`src/hdl/filtered_sensor_table_linearizer_assert.svh`:
```
// Assertion macros for the sensor table linearizer
`ifndef FILTERED_SENSOR_TABLE_LINEARIZER_ASSERT_SVH
`define FILTERED_SENSOR_TABLE_LINEARIZER_ASSERT_SVH

// same-cycle implication, clocked on clk, off during rst
`define FSTL_ASSERT_NOW(lbl, ante, cons) \
  lbl: assert property (@(posedge clk) disable iff (rst) (ante) |-> (cons)) \
    else $error("assertion failed: same-cycle check");

// next-cycle implication, clocked on clk, off during rst
`define FSTL_ASSERT_NEXT(lbl, ante, cons) \
  lbl: assert property (@(posedge clk) disable iff (rst) (ante) |=> (cons)) \
    else $error("assertion failed: next-cycle check");

`endif

```
`src/hdl/fstl_pkg.sv`:
```
// Shared constants, calibration table and divider handshake types
`default_nettype none

package fstl_pkg;

  localparam int TABLE_ENTRIES = 52;
  localparam int AVERAGE_TAPS  = 5;
  localparam int MAX_BURST     = 1024;

  localparam int SAMPLE_W = 12;
  localparam int TEMP_W   = 15;
  localparam int COUNT_W  = 11;
  localparam int TOTAL_W  = 22;
  localparam int IDX_W    = $clog2(TABLE_ENTRIES);
  localparam int SLOT_W   = (AVERAGE_TAPS > 1) ? $clog2(AVERAGE_TAPS) : 1;
  localparam int SUM_W    = $clog2(AVERAGE_TAPS * 4095 + 1);

  // floor(sum / AVERAGE_TAPS) == (sum * RECIP) >> RECIP_SH over the sum range
  localparam int RECIP_SH = SUM_W + $clog2(AVERAGE_TAPS);
  localparam int RECIP_W  = RECIP_SH + 1;
  localparam logic [RECIP_W-1:0] RECIP =
    RECIP_W'(((64'd1 << RECIP_SH) + AVERAGE_TAPS - 1) / AVERAGE_TAPS);

  localparam int DVD_W = TOTAL_W;
  localparam int DVR_W = COUNT_W;

  localparam logic [SAMPLE_W-1:0] RAW_MAX = {SAMPLE_W{1'b1}};

  localparam int ADDR_W = 3;
  localparam logic REG_MODE  = 1'b0;
  localparam logic REG_COUNT = 1'b1;

  localparam logic             MODE_RESET  = 1'b1;
  localparam logic [COUNT_W-1:0] COUNT_RESET = COUNT_W'(16);

  localparam logic [SAMPLE_W-1:0] CAL_X [TABLE_ENTRIES] = '{
    12'd541,  12'd544,  12'd561,  12'd601,  12'd628,  12'd707,  12'd743,
    12'd777,  12'd798,  12'd860,  12'd888,  12'd943,  12'd976,  12'd1008,
    12'd1044, 12'd1076, 12'd1123, 12'd1152, 12'd1194, 12'd1198, 12'd1235,
    12'd1270, 12'd1312, 12'd1384, 12'd1422, 12'd1462, 12'd1493, 12'd1507,
    12'd1555, 12'd1600, 12'd1646, 12'd1677, 12'd1718, 12'd1747, 12'd1793,
    12'd1834, 12'd1871, 12'd1905, 12'd1947, 12'd1982, 12'd2005, 12'd2055,
    12'd2089, 12'd2119, 12'd2164, 12'd2199, 12'd2231, 12'd2283, 12'd2337,
    12'd2353, 12'd2389, 12'd2433
  };

  localparam logic [IDX_W-1:0] LAST_IDX = IDX_W'(TABLE_ENTRIES - 1);

  typedef struct packed {
    logic             start;
    logic [DVD_W-1:0] dividend;
    logic [DVR_W-1:0] divisor;
  } div_req_t;

  typedef struct packed {
    logic             done;
    logic [DVD_W-1:0] quotient;
  } div_rsp_t;

  function automatic logic [SAMPLE_W-1:0] cal_x(input logic [IDX_W-1:0] i);
    logic [SAMPLE_W-1:0] v;
    v = CAL_X[TABLE_ENTRIES-1];
    if (int'(i) < TABLE_ENTRIES) v = CAL_X[i];
    return v;
  endfunction

  // 18.5 C at the first point, then whole degrees from 19 C
  function automatic logic [TEMP_W-1:0] cal_t(input logic [IDX_W-1:0] i);
    logic [TEMP_W-1:0] t;
    t = TEMP_W'(4736);
    if (i != '0) t = TEMP_W'((TEMP_W'(18) + TEMP_W'(i)) << 8);
    return t;
  endfunction

endpackage

`default_nettype wire

```
`src/hdl/filtered_sensor_table_linearizer.sv`:
```
// Top level: sample filter, burst averager and calibration-table interpolator
//
//   channel | handshake              | payload                          | direction
//   in      | in_valid, in_stall     | adc_sample                       | into the block
//   out     | out_valid, out_stall   | temperature_q8, converted_raw    | out of the block
//   cfg     | psel, penable, pready  | pwrite, paddr, pwdata, prdata    | register access
//
// Direct mode: a reading at or past a table end skips the table search and the divide.
// Averaged mode: only the beat that closes a burst runs on to a result; the others end after the filter.
// The serial divider (for the burst mean and again for the interpolation) and the table
// search (up to 6 halving steps plus one to start the divide) make up the work of a beat.
// After rst a pass clears every slot of the filter ring; in_stall stays high meanwhile.
// One beat is in work at a time; a finished result holds while out_stall blocks the output.
`default_nettype none

module filtered_sensor_table_linearizer (
  input  wire logic                            clk,
  input  wire logic                            rst,
  input  wire logic                            in_valid,
  output logic                                 in_stall,
  input  wire logic [fstl_pkg::SAMPLE_W-1:0]   adc_sample,
  output logic                                 out_valid,
  input  wire logic                            out_stall,
  output logic      [fstl_pkg::TEMP_W-1:0]     temperature_q8,
  output logic      [fstl_pkg::SAMPLE_W-1:0]   converted_raw,
  input  wire logic                            psel,
  input  wire logic                            penable,
  input  wire logic                            pwrite,
  input  wire logic [fstl_pkg::ADDR_W-1:0]     paddr,
  input  wire logic [31:0]                     pwdata,
  output logic      [31:0]                     prdata,
  output logic                                 pready
);

`include "filtered_sensor_table_linearizer_assert.svh"

  localparam logic [3:0] ST_CLR  = 4'd0;
  localparam logic [3:0] ST_IDLE = 4'd1;
  localparam logic [3:0] ST_RD   = 4'd2;
  localparam logic [3:0] ST_FILT = 4'd3;
  localparam logic [3:0] ST_CHK  = 4'd4;
  localparam logic [3:0] ST_MEAN = 4'd5;
  localparam logic [3:0] ST_CONV = 4'd6;
  localparam logic [3:0] ST_SRCH = 4'd7;
  localparam logic [3:0] ST_INTP = 4'd8;
  localparam logic [3:0] ST_DONE = 4'd9;

  localparam int PROD_W = fstl_pkg::SUM_W + fstl_pkg::RECIP_W;
  localparam int MUL_W  = fstl_pkg::SAMPLE_W + fstl_pkg::TEMP_W;

  logic [3:0]                       state;
  logic [3:0]                       state_next;

  logic                             averaging_mode;
  logic [fstl_pkg::COUNT_W-1:0]     sample_count;

  logic [fstl_pkg::SLOT_W-1:0]      ring_slot;
  logic [fstl_pkg::SLOT_W-1:0]      clr_idx;
  logic [fstl_pkg::SUM_W-1:0]       ring_sum;
  logic [fstl_pkg::TOTAL_W-1:0]     running_total;
  logic [fstl_pkg::COUNT_W-1:0]     samples_taken;
  logic [fstl_pkg::SAMPLE_W-1:0]    sample;
  logic [fstl_pkg::SAMPLE_W-1:0]    raw;
  logic [fstl_pkg::IDX_W-1:0]       lo;
  logic [fstl_pkg::IDX_W-1:0]       hi;
  logic [fstl_pkg::TEMP_W-1:0]      temp;

  logic                             ram_we;
  logic [fstl_pkg::SLOT_W-1:0]      ram_waddr;
  logic [fstl_pkg::SAMPLE_W-1:0]    ram_wdata;
  logic [fstl_pkg::SAMPLE_W-1:0]    ram_rdata;

  fstl_pkg::div_req_t               div_req;
  fstl_pkg::div_rsp_t               div_rsp;

  logic                             in_take;
  logic                             out_load;
  logic                             cfg_wr;
  logic                             reg_sel;
  logic [fstl_pkg::COUNT_W-1:0]     count_eff;
  logic [PROD_W-1:0]                filt_prod;
  logic [fstl_pkg::SAMPLE_W-1:0]    filt;
  logic [fstl_pkg::IDX_W-1:0]       mid;
  logic                             seg_found;
  logic [fstl_pkg::SAMPLE_W-1:0]    seg_off;
  logic [fstl_pkg::TEMP_W-1:0]      seg_rise;
  logic [MUL_W-1:0]                 seg_prod;
  logic [fstl_pkg::SAMPLE_W-1:0]    seg_span;

  // configuration port
  assign pready  = 1'b1;
  assign reg_sel = paddr[2];
  assign cfg_wr  = psel && penable && pwrite && pready;

  always_comb begin
    unique case (reg_sel)
      fstl_pkg::REG_MODE:  prdata = {31'd0, averaging_mode};
      fstl_pkg::REG_COUNT: prdata = {{(32 - fstl_pkg::COUNT_W){1'b0}}, sample_count};
      default:             prdata = '0;
    endcase
  end

  always_ff @(posedge clk) begin
    if (rst) begin
      averaging_mode <= fstl_pkg::MODE_RESET;
      sample_count   <= fstl_pkg::COUNT_RESET;
    end else if (cfg_wr) begin
      unique case (reg_sel)
        fstl_pkg::REG_MODE:  averaging_mode <= pwdata[0];
        fstl_pkg::REG_COUNT: sample_count   <= pwdata[fstl_pkg::COUNT_W-1:0];
        default:             averaging_mode <= averaging_mode;
      endcase
    end
  end

  // filter ring storage
  fstl_ram #(
    .WIDTH (fstl_pkg::SAMPLE_W),
    .DEPTH (fstl_pkg::AVERAGE_TAPS)
  ) u_ring (
    .clk   (clk),
    .we    (ram_we),
    .waddr (ram_waddr),
    .wdata (ram_wdata),
    .raddr (ring_slot),
    .rdata (ram_rdata)
  );

  assign ram_we    = (state == ST_CLR) || (state == ST_RD);
  assign ram_waddr = (state == ST_CLR) ? clr_idx : ring_slot;
  assign ram_wdata = (state == ST_CLR) ? '0 : sample;

  fstl_div u_div (
    .clk (clk),
    .rst (rst),
    .req (div_req),
    .rsp (div_rsp)
  );

  assign in_stall = (state != ST_IDLE);
  assign in_take  = in_valid && !in_stall;
  assign out_load = (state == ST_DONE) && (!out_valid || !out_stall);

  always_comb begin
    priority if (sample_count == '0) begin
      count_eff = fstl_pkg::COUNT_W'(1);
    end else if (sample_count > fstl_pkg::COUNT_W'(fstl_pkg::MAX_BURST)) begin
      count_eff = fstl_pkg::COUNT_W'(fstl_pkg::MAX_BURST);
    end else begin
      count_eff = sample_count;
    end
  end

  assign filt_prod = PROD_W'(ring_sum) * PROD_W'(fstl_pkg::RECIP);
  assign filt      = fstl_pkg::SAMPLE_W'(filt_prod >> fstl_pkg::RECIP_SH);

  assign mid       = fstl_pkg::IDX_W'(({1'b0, lo} + {1'b0, hi}) >> 1);
  assign seg_found = (hi == lo + fstl_pkg::IDX_W'(1));
  assign seg_off   = raw - fstl_pkg::cal_x(lo);
  assign seg_rise  = fstl_pkg::cal_t(lo + fstl_pkg::IDX_W'(1)) - fstl_pkg::cal_t(lo);
  assign seg_prod  = MUL_W'(seg_off) * MUL_W'(seg_rise);
  assign seg_span  = fstl_pkg::cal_x(lo + fstl_pkg::IDX_W'(1)) - fstl_pkg::cal_x(lo);

  always_comb begin
    div_req = '0;
    if (state == ST_CHK) begin
      div_req.start    = (samples_taken >= count_eff);
      div_req.dividend = running_total;
      div_req.divisor  = count_eff;
    end else if (state == ST_SRCH) begin
      div_req.start    = seg_found;
      div_req.dividend = seg_prod[fstl_pkg::DVD_W-1:0];
      div_req.divisor  = fstl_pkg::DVR_W'(seg_span);
    end
  end

  always_comb begin
    state_next = state;
    unique case (state)
      ST_CLR:  if (clr_idx == fstl_pkg::SLOT_W'(fstl_pkg::AVERAGE_TAPS - 1)) begin
                 state_next = ST_IDLE;
               end
      ST_IDLE: if (in_take) begin
                 state_next = averaging_mode ? ST_RD : ST_CONV;
               end
      ST_RD:   state_next = ST_FILT;
      ST_FILT: state_next = ST_CHK;
      ST_CHK:  state_next = div_req.start ? ST_MEAN : ST_IDLE;
      ST_MEAN: if (div_rsp.done) state_next = ST_CONV;
      ST_CONV: begin
        if (raw <= fstl_pkg::cal_x('0) || raw >= fstl_pkg::cal_x(fstl_pkg::LAST_IDX)) begin
          state_next = ST_DONE;
        end else begin
          state_next = ST_SRCH;
        end
      end
      ST_SRCH: if (seg_found) state_next = ST_INTP;
      ST_INTP: if (div_rsp.done) state_next = ST_DONE;
      ST_DONE: if (out_load) state_next = ST_IDLE;
      default: state_next = ST_CLR;
    endcase
  end

  always_ff @(posedge clk) begin
    if (rst) begin
      state         <= ST_CLR;
      clr_idx       <= '0;
      ring_slot     <= '0;
      ring_sum      <= '0;
      running_total <= '0;
      samples_taken <= '0;
      out_valid     <= 1'b0;
    end else begin
      state <= state_next;
      if (state == ST_CLR) clr_idx <= clr_idx + fstl_pkg::SLOT_W'(1);
      if (state == ST_RD) begin
        ring_sum  <= ring_sum - fstl_pkg::SUM_W'(ram_rdata) + fstl_pkg::SUM_W'(sample);
        ring_slot <= (ring_slot == fstl_pkg::SLOT_W'(fstl_pkg::AVERAGE_TAPS - 1)) ?
                     '0 : ring_slot + fstl_pkg::SLOT_W'(1);
      end
      if (state == ST_FILT) begin
        running_total <= running_total + fstl_pkg::TOTAL_W'(filt);
        samples_taken <= samples_taken + fstl_pkg::COUNT_W'(1);
      end
      if (state == ST_MEAN && div_rsp.done) begin
        running_total <= '0;
        samples_taken <= '0;
      end
      if (out_load) begin
        out_valid <= 1'b1;
      end else if (!out_stall) begin
        out_valid <= 1'b0;
      end
    end
  end

  always_ff @(posedge clk) begin
    if (in_take) begin
      sample <= adc_sample;
      raw    <= adc_sample;
    end
    if (state == ST_MEAN && div_rsp.done) begin
      raw <= (div_rsp.quotient > fstl_pkg::DVD_W'(fstl_pkg::RAW_MAX)) ?
             fstl_pkg::RAW_MAX : div_rsp.quotient[fstl_pkg::SAMPLE_W-1:0];
    end
    if (state == ST_CONV) begin
      lo <= '0;
      hi <= fstl_pkg::LAST_IDX;
      if (raw <= fstl_pkg::cal_x('0)) begin
        temp <= fstl_pkg::cal_t('0);
      end else begin
        temp <= fstl_pkg::cal_t(fstl_pkg::LAST_IDX);
      end
    end
    if (state == ST_SRCH && !seg_found) begin
      if (fstl_pkg::cal_x(mid) <= raw) begin
        lo <= mid;
      end else begin
        hi <= mid;
      end
    end
    if (state == ST_INTP && div_rsp.done) begin
      temp <= fstl_pkg::cal_t(lo) + div_rsp.quotient[fstl_pkg::TEMP_W-1:0];
    end
    if (out_load) begin
      temperature_q8 <= temp;
      converted_raw  <= raw;
    end
  end

  `FSTL_ASSERT_NOW(a_temp_range, out_valid,
    temperature_q8 >= fstl_pkg::TEMP_W'(4736) && temperature_q8 <= fstl_pkg::TEMP_W'(17664))
  `FSTL_ASSERT_NOW(a_slot_range, 1'b1,
    ring_slot <= fstl_pkg::SLOT_W'(fstl_pkg::AVERAGE_TAPS - 1))
  `FSTL_ASSERT_NOW(a_burst_bound, 1'b1,
    samples_taken <= fstl_pkg::COUNT_W'(fstl_pkg::MAX_BURST))
  `FSTL_ASSERT_NEXT(a_avg_path, in_take && averaging_mode, state == ST_RD)

endmodule

`default_nettype wire

```
`src/hdl/fstl_ram.sv`:
```
// Generic single-write, registered-read RAM
`default_nettype none

module fstl_ram #(
  parameter int WIDTH = 8,
  parameter int DEPTH = 4
) (
  input  wire logic                                      clk,
  input  wire logic                                      we,
  input  wire logic [((DEPTH > 1) ? $clog2(DEPTH) : 1)-1:0] waddr,
  input  wire logic [WIDTH-1:0]                          wdata,
  input  wire logic [((DEPTH > 1) ? $clog2(DEPTH) : 1)-1:0] raddr,
  output logic      [WIDTH-1:0]                          rdata
);

  logic [WIDTH-1:0] mem [DEPTH];

  always_ff @(posedge clk) begin
    if (we) mem[waddr] <= wdata;
    rdata <= mem[raddr];
  end

endmodule

`default_nettype wire

```
`src/hdl/fstl_div.sv`:
```
// Restoring divider, one quotient bit per cycle
`default_nettype none

module fstl_div (
  input  wire logic              clk,
  input  wire logic              rst,
  input  wire fstl_pkg::div_req_t req,
  output fstl_pkg::div_rsp_t     rsp
);

  localparam int CNT_W = $clog2(fstl_pkg::DVD_W + 1);

  logic                          busy;
  logic [CNT_W-1:0]              cnt;
  logic [fstl_pkg::DVD_W-1:0]    dvd;
  logic [fstl_pkg::DVR_W-1:0]    rem;
  logic [fstl_pkg::DVR_W-1:0]    dsr;
  logic                          done;
  logic [fstl_pkg::DVR_W:0]      shifted;
  logic                          ge;

  assign shifted = {rem, dvd[fstl_pkg::DVD_W-1]};
  assign ge      = shifted >= {1'b0, dsr};

  always_ff @(posedge clk) begin
    if (rst) begin
      busy <= 1'b0;
      done <= 1'b0;
      cnt  <= '0;
    end else begin
      done <= 1'b0;
      if (req.start) begin
        busy <= 1'b1;
        cnt  <= '0;
      end else if (busy) begin
        cnt <= cnt + CNT_W'(1);
        if (cnt == CNT_W'(fstl_pkg::DVD_W - 1)) begin
          busy <= 1'b0;
          done <= 1'b1;
        end
      end
    end
  end

  always_ff @(posedge clk) begin
    if (req.start) begin
      dvd <= req.dividend;
      dsr <= req.divisor;
      rem <= '0;
    end else if (busy) begin
      rem <= ge ? fstl_pkg::DVR_W'(shifted - {1'b0, dsr}) : shifted[fstl_pkg::DVR_W-1:0];
      dvd <= {dvd[fstl_pkg::DVD_W-2:0], ge};
    end
  end

  assign rsp.done     = done;
  assign rsp.quotient = dvd;

endmodule

`default_nettype wire
```
`config.mk`:
```
export PLATFORM = sky130hd
export DESIGN_NAME = filtered_sensor_table_linearizer
export DESIGN_NICKNAME = d
export VERILOG_FILES = /design/src/hdl/fstl_pkg.sv /design/src/hdl/filtered_sensor_table_linearizer.sv /design/src/hdl/fstl_ram.sv /design/src/hdl/fstl_div.sv
export VERILOG_INCLUDE_DIRS = /design/src /design/src/hdl
export SDC_FILE = /design/constraint.sdc
export NUM_CORES = 1
export LEC_CHECK = 0
export BUFFER_PORTS_ARGS = -buffer_cell sky130_fd_sc_hd__clkbuf_2
export CAP_MARGIN = 40
export CELL_PAD_IN_SITES_DETAIL_PLACEMENT = 0
export CELL_PAD_IN_SITES_GLOBAL_PLACEMENT = 1
export CORE_MARGIN = 2
export CORE_UTILIZATION = 50
export DETAILED_ROUTE_END_ITERATION = 16
export PLACE_DENSITY = 0.86
export SYNTH_ARGS = -nofsm -noshare
export SYNTH_HDL_FRONTEND = slang
export SYNTH_SLANG_ARGS = --single-unit
```
`constraint.sdc`:
```
create_clock -name clk -period 18.5 [get_ports clk]
set_input_delay 1.85 -clock clk [delete_from_list [all_inputs] [get_ports clk]]
set_output_delay 1.85 -clock clk [all_outputs]
set_load 0.01 [all_outputs]
```
==> impl_metrics.json, run 1 <==
{
  "status": "finished clean",
  "die_w_um": 224,
  "clkSinkCount": 272,
  "cp.arrival_ns": 10.29,
  "finalSetupTns_ns": 0,
  "ys_seq_area_frac": 0.290,
  "hold_viol": 0,
  "clk_latency_ns": 0.60,
  "synthDominantCellAreaShare": 0.197,
  "max_freq_mhz": 100,
  "async_reset_ff_frac": 0,
  "die_area_um2": 50300,
  "grt_overflow": 0,
  "cp.required_ns": 18.81,
  "dp.cells": 3282,
  "dr.pass1.iters": 6,
  "cts_tree": "yes",
  "use_met2": 0.427,
  "maxCapViolCount": 0,
  "crit_family": "adder cells",
  "instances_no_fill": 3338,
  "critPathMaxStageDelay_ns": 0.99,
  "final_common_cell": "inv_1",
  "relSlewSlack": 0.393,
  "final_cell_mix": "319 x inv_1, 285 x ha_1, 249 x nand2_1",
  "clk_pin_slew_worst_paths_ns": 0.06,
  "grt_pass1_wl_mm": 99.2,
  "met1_usage": 0.330,
  "portBuffers": 70,
  "first_global_vias": 18800,
  "antenna_cells": 0,
  "worst_hold_path.endpoint": "temperature_q8[13]$_DFFE_PP_",
  "hp-start": "temp[13]$_SDFFCE_PN0P_",
  "min_delay_path_depth": 0,
  "synth_area_leaders": "edfxtp_1 20%, ha_1 15%, fa_1 11%, dfxtp_1 9.3%, inv_1 4.9%",
  "post_cts_buffers": 0,
  "ys_types": 90,
  "ant_nets": 0,
  "busiest_layer": "met2",
  "tightest_slew_ns": 0.911,
  "synthFlopType": "edfxtp_1",
  "chipHeight_um": 224,
  "ctsHoldBuffers": 0,
  "grt_max_degree": 74,
  "synth_area_um2": 24200,
  "grtUsageMet3": 0.0239,
  "endpoint_kind": "register",
  "clock_skew_ns": 0.0433,
  "path_max_fanout": 31,
  "synth_cells": 2689,
  "initial_core_util": 0.508,
  "r2r_start": "lo[0]$_DFF_P_",
  "rsz0062_at_grt": "false",
  "period_share": 0.540,
  "routedWlPerCell_um": 18.6,
  "yosysWarnings": 0,
  "area_growth_pct": 8.21,
  "cts_buffers": 30,
  "yosys.area.top_type": "edfxtp_1",
  "drt_wl_total_mm": 62.0,
  "fin_crit_ns": 9.98,
  "gp_congestion": 0.917,
  "dr.first_iter.drc_count": 1559,
  "rows": 80,
  "cts_resized": 0,
  "clock_path_buffers": 3,
  "antenna_found_initial": 0,
  "reg2reg_slack_ns": 8.52,
  "dp.final_hpwl_mm": 47.8,
  "cts-root-buf": "clkbuf_16",
  "synth-edff-count": 159,
  "synth-seq-cells": 272,
  "slew_viol_final": 0,
  "viasPerCell": 5.74,
  "whs_ns": 0.422,
  "core_um2": 47700,
  "cts-htree-levels": 1,
  "reg2reg_to": "u_div.dvd[21]$_DFFE_PP_",
  "start_kind": "register",
  "layout-drive-gt1-share": 0.0845,
  "setup_violations": 0,
  "syn_area_per_cell_um2": 9.01,
  "final_nets": 3167,
  "crit_path_top_delay_cell": "ha_1",
  "vias": 19200,
  "route.detailed.drc": 0,
  "r2r_cells": 35,
  "crit_buf_inv": 7,
  "grt_usage": 0.248,
  "nFillCells": 4262,
  "path_class": "register to register",
  "hp-class": "register to register",
  "io-pin-count": 116
}
==> through the flow <==
| stage | area, um2 | setup WS [ns] | utilization |
|---|---|---|---|
| floorplan | 24300 | 10.33 | - |
| global placement | 25000 | 8.71 | 0.524 |
| detailed placement | 25100 | 8.65 | 0.527 |
| CTS | 26200 | 8.63 | 0.549 |
| global route | 26200 | 7.98 | 0.549 |
| finish | 26200 | 8.52 | 0.549 |
==> how the worst max path moves through the flow <==
stage | start | end | cells after the start
floorplan | lo[0]$_DFF_P_ | u_div.dvd[21]$_DFFE_PP_ | 37
global placement | lo[0]$_DFF_P_ | u_div.dvd[21]$_DFFE_PP_ | 35
detailed placement | lo[0]$_DFF_P_ | u_div.dvd[21]$_DFFE_PP_ | 35
CTS | lo[0]$_DFF_P_ | u_div.dvd[21]$_DFFE_PP_ | 35
global route | lo[0]$_DFF_P_ | u_div.dvd[21]$_DFFE_PP_ | 35
finish | lo[0]$_DFF_P_ | u_div.dvd[21]$_DFFE_PP_ | 35
==> Yosys cell counts (17+ instances only) <==
cell	instances
nand2_1	249
o31ai_1	18
a21o_1	33
nand2b_1	23
nor2b_1	39
nor3_1	54
a21oi_1	196
mux4_2	17
fa_1	129
xnor2_1	85
dfxtp_1	113
ha_1	285
and2_1	31
edfxtp_1	159
inv_1	319
nand4_1	24
a211oi_1	29
nand3_1	47
clkbuf_1	98
o21ai_0	135
buf_4	25
xor2_1	31
nor2_1	221
==> registers in the layout, summed over array words and instances, names as in the netlist, 11 cells and up <==
signal and flops:
sample 12, sample_count 11, samples_taken 11, u_ring.mem 60, raw 12, running_total 22, u_div.rem 11, temperature_q8 15
temp 15, u_div.dsr 11, converted_raw 12, u_ring.rdata 12, ring_sum 15, u_div.dvd 22
==> routing by layer <==
layer | vias up | wire, um | part of all wire
met5 | - | 0 | 0
met4 | 0 | 1920 | 0.031
met3 | 104 | 3610 | 0.058
met2 | 558 | 29800 | 0.48
met1 | 9270 | 26600 | 0.43
li1 | 9238 | - | -
==> cells by family after synthesis <==
family                   share of synthesized area
adder cells (fa/ha/maj)                      0.254
AO/OA/AOI/OAI                                0.153
XOR/XNOR                                    0.0442
AND/OR/NAND/NOR                              0.150
multiplexers                                0.0289
flip-flops                                   0.290
buffers and inverters                       0.0785
other                                     0.000310
==> worst register-to-register path, delay by kind of cell (launching register included) <==
kind | cells | cell delay (ns)
adders and majority gates | 9 | 4.60
AOI/OAI and AO/OA | 12 | 2.36
buffers and inverters | 7 | 0.92
DFF | 1 | 0.31
xor gates and xnor gates | 2 | 0.89
and+or+nand+nor | 5 | 0.65
==> final cells by class <==
class	instances	area (um2)	area share
sequential	272	7040	0.268
timing repair buffer	107	683	0.0260
tap	615	769	0.0293
clock buffer	38	801	0.0305
clock inverter	18	280	0.0107
inverter	322	1210	0.0461
multi-input combinational	1966	15400	0.589
Power of run 1 is left out: the tool's default activity adds up to more than one toggle a clock period on the data nets, which glitch-free logic cannot reach.
==> run 2, diff against run 1 <==
CORE_UTILIZATION = 49   (was 50)
PLACE_DENSITY = 0.85   (was 0.86)
clock period = 9.3 ns   (was 18.5 ns; I/O delays follow)
==> run 2 against run 1 <==
Worst setup slack got worse by 7.9 ns. Clock skew fell by 0.024 ns. Design area rose by 0.89%. First-iteration DRC count fell by 13%. Core utilization fell by 0.76 points. Die area rose by 2.0%. Hold slack got worse by 0.0058 ns. Count of clock-buffer cells in the layout rose by 1. Global-route usage rose by 0.30 points. Wire length rose by 2.5%. Sequential share of layout area fell by 0.24 points.
==> impl_metrics.json, run 2 (same netlist as run 1, synthesis figures left out) <==
{
  "status": "finished clean",
  "reg2reg_to": "u_div.dvd[21]$_DFFE_PP_",
  "cts_buffers": 31,
  "area_growth_pct": 9.18,
  "r2r_start": "lo[1]$_DFF_P_",
  "relSlewSlack": 0.410,
  "regMostFlops": "u_ring.mem",
  "use_met2": 0.445,
  "hp-start": "temp[8]$_DFFE_PP_",
  "rsz0062_at_grt": "false",
  "core_um2": 48800,
  "rows": 81,
  "finalSetupTns_ns": 0,
  "final_common_cell": "inv_1",
  "clkSinkCount": 272,
  "r2r_cells": 38,
  "grt_pass1_wl_mm": 102,
  "grt_max_degree": 74,
  "setup_violations": 0,
  "crit_path_top_delay_cell": "fa_1",
  "reg2reg_slack_ns": 0.62,
  "post_cts_buffers": 0,
  "hp-class": "register to register",
  "drt_wl_total_mm": 63.6,
  "grt_overflow": 0,
  "path_class": "register to register",
  "start_kind": "register",
  "slew_viol_final": 0,
  "path_max_fanout": 24,
  "io-pin-count": 116,
  "die_area_um2": 51300,
  "dr.first_iter.drc_count": 1358,
  "period_share": 0.934,
  "route.detailed.drc": 0,
  "antenna_found_initial": 1,
  "dr.pass1.iters": 5,
  "gp_congestion": 0.921,
  "cts-htree-levels": 1,
  "clk_latency_ns": 0.60,
  "tightest_slew_ns": 0.884,
  "final_nets": 3193,
  "nFillCells": 4359,
  "whs_ns": 0.417,
  "grtUsageMet3": 0.0346,
  "portBuffers": 70,
  "cts_resized": 0,
  "viasPerCell": 5.71,
  "biggestRegsByFlops": "u_ring.mem (60), running_total (22), u_div.dvd (22)",
  "initial_core_util": 0.496,
  "critPathMaxStageDelay_ns": 0.54,
  "routedWlPerCell_um": 18.6,
  "worst_hold_path.endpoint": "temperature_q8[8]$_DFFE_PP_",
  "ctsHoldBuffers": 0,
  "cts_tree": "yes",
  "clk_pin_slew_worst_paths_ns": 0.06,
  "cts-root-buf": "clkbuf_16",
  "die_w_um": 226,
  "ant_nets": 0,
  "grt_usage": 0.251,
  "hold_viol": 0,
  "chipHeight_um": 226,
  "cp.arrival_ns": 8.99,
  "layout-drive-gt1-share": 0.0924,
  "maxCapViolCount": 0,
  "largest_reg_flops": 60,
  "antenna_cells": 0,
  "clock_path_buffers": 3,
  "dp.final_hpwl_mm": 49.5,
  "max_freq_mhz": 115,
  "busiest_layer": "met2",
  "met1_usage": 0.316,
  "cp.required_ns": 9.61,
  "min_delay_path_depth": 0,
  "clock_skew_ns": 0.0191,
  "endpoint_kind": "register",
  "final_cell_mix": "319 x inv_1, 285 x ha_1, 249 x nand2_1",
  "vias": 19500,
  "fin_util": 0.542,
  "fin_crit_ns": 8.68,
  "first_global_vias": 19300
}
[run 2: cell count changes in the layout (fill, tap and decap cells not counted), moves of 2 or more]
cell	before	now
buf_4	28	53
clkbuf_16	30	32
buf_12	0	2
clkinv_1	3	8
clkbuf_1	6	4
bufinv_16	6	3
[run 2: routing by layer]
metal / wire [um] / vias to the layer above
met3: 3990 / 120
met5: 7 / -
met4: 2030 / 2
met2: 31400 / 607
met1: 26200 / 9469
li1: - / 9311
[run 2: worst max-delay path: cells and delay by family (launching register included)]
kind	cells	cell delay, ns
fa+ha+maj	10	3.78
flops	1	0.33
simple gates	6	0.81
buf+inv	8	0.98
compound gates	12	2.03
xor+xnor	2	0.43
[run 2: area by class of cell]
cell class	count	area, um2	area share
Clock buffer	39	857	0.0324
Clock inverter	19	195	0.00738
Inverter	322	1210	0.0457
Multi-Input combinational cell	1966	15400	0.584
Sequential cell	272	7040	0.266
Tap cell	664	831	0.0314
Timing Repair Buffer	132	885	0.0334
[run 2: per-stage QoR]
stage | instances | cell area [um2] | setup slack (ns)
after floorplan | 2709 | 24300 | 1.13
after global placement | 3345 | 25300 | 0.619
after detailed placement | 3356 | 25400 | 0.708
after CTS | 3414 | 26500 | 0.692
after global routing | 3414 | 26500 | 0.0869
final | 3414 | 26500 | 0.617
[run 2: worst max-delay path by stage]
| stage | from | endpoint | slack, ns | cells after the start |
|---|---|---|---|---|
| CTS | lo[1]$_DFF_P_ | u_div.dvd[21]$_DFFE_PP_ | 0.69 | 38 |
| global placement | lo[1]$_DFF_P_ | u_div.dvd[21]$_DFFE_PP_ | 0.62 | 33 |
| finish | lo[1]$_DFF_P_ | u_div.dvd[21]$_DFFE_PP_ | 0.62 | 38 |
| detailed placement | lo[1]$_DFF_P_ | u_div.dvd[21]$_DFFE_PP_ | 0.71 | 38 |
| global route | lo[1]$_DFF_P_ | u_div.dvd[21]$_DFFE_PP_ | 0.09 | 38 |
| floorplan | lo[0]$_DFF_P_ | u_div.dvd[21]$_DFFE_PP_ | 1.13 | 37 |
Power of run 2 is left out for the same reason.
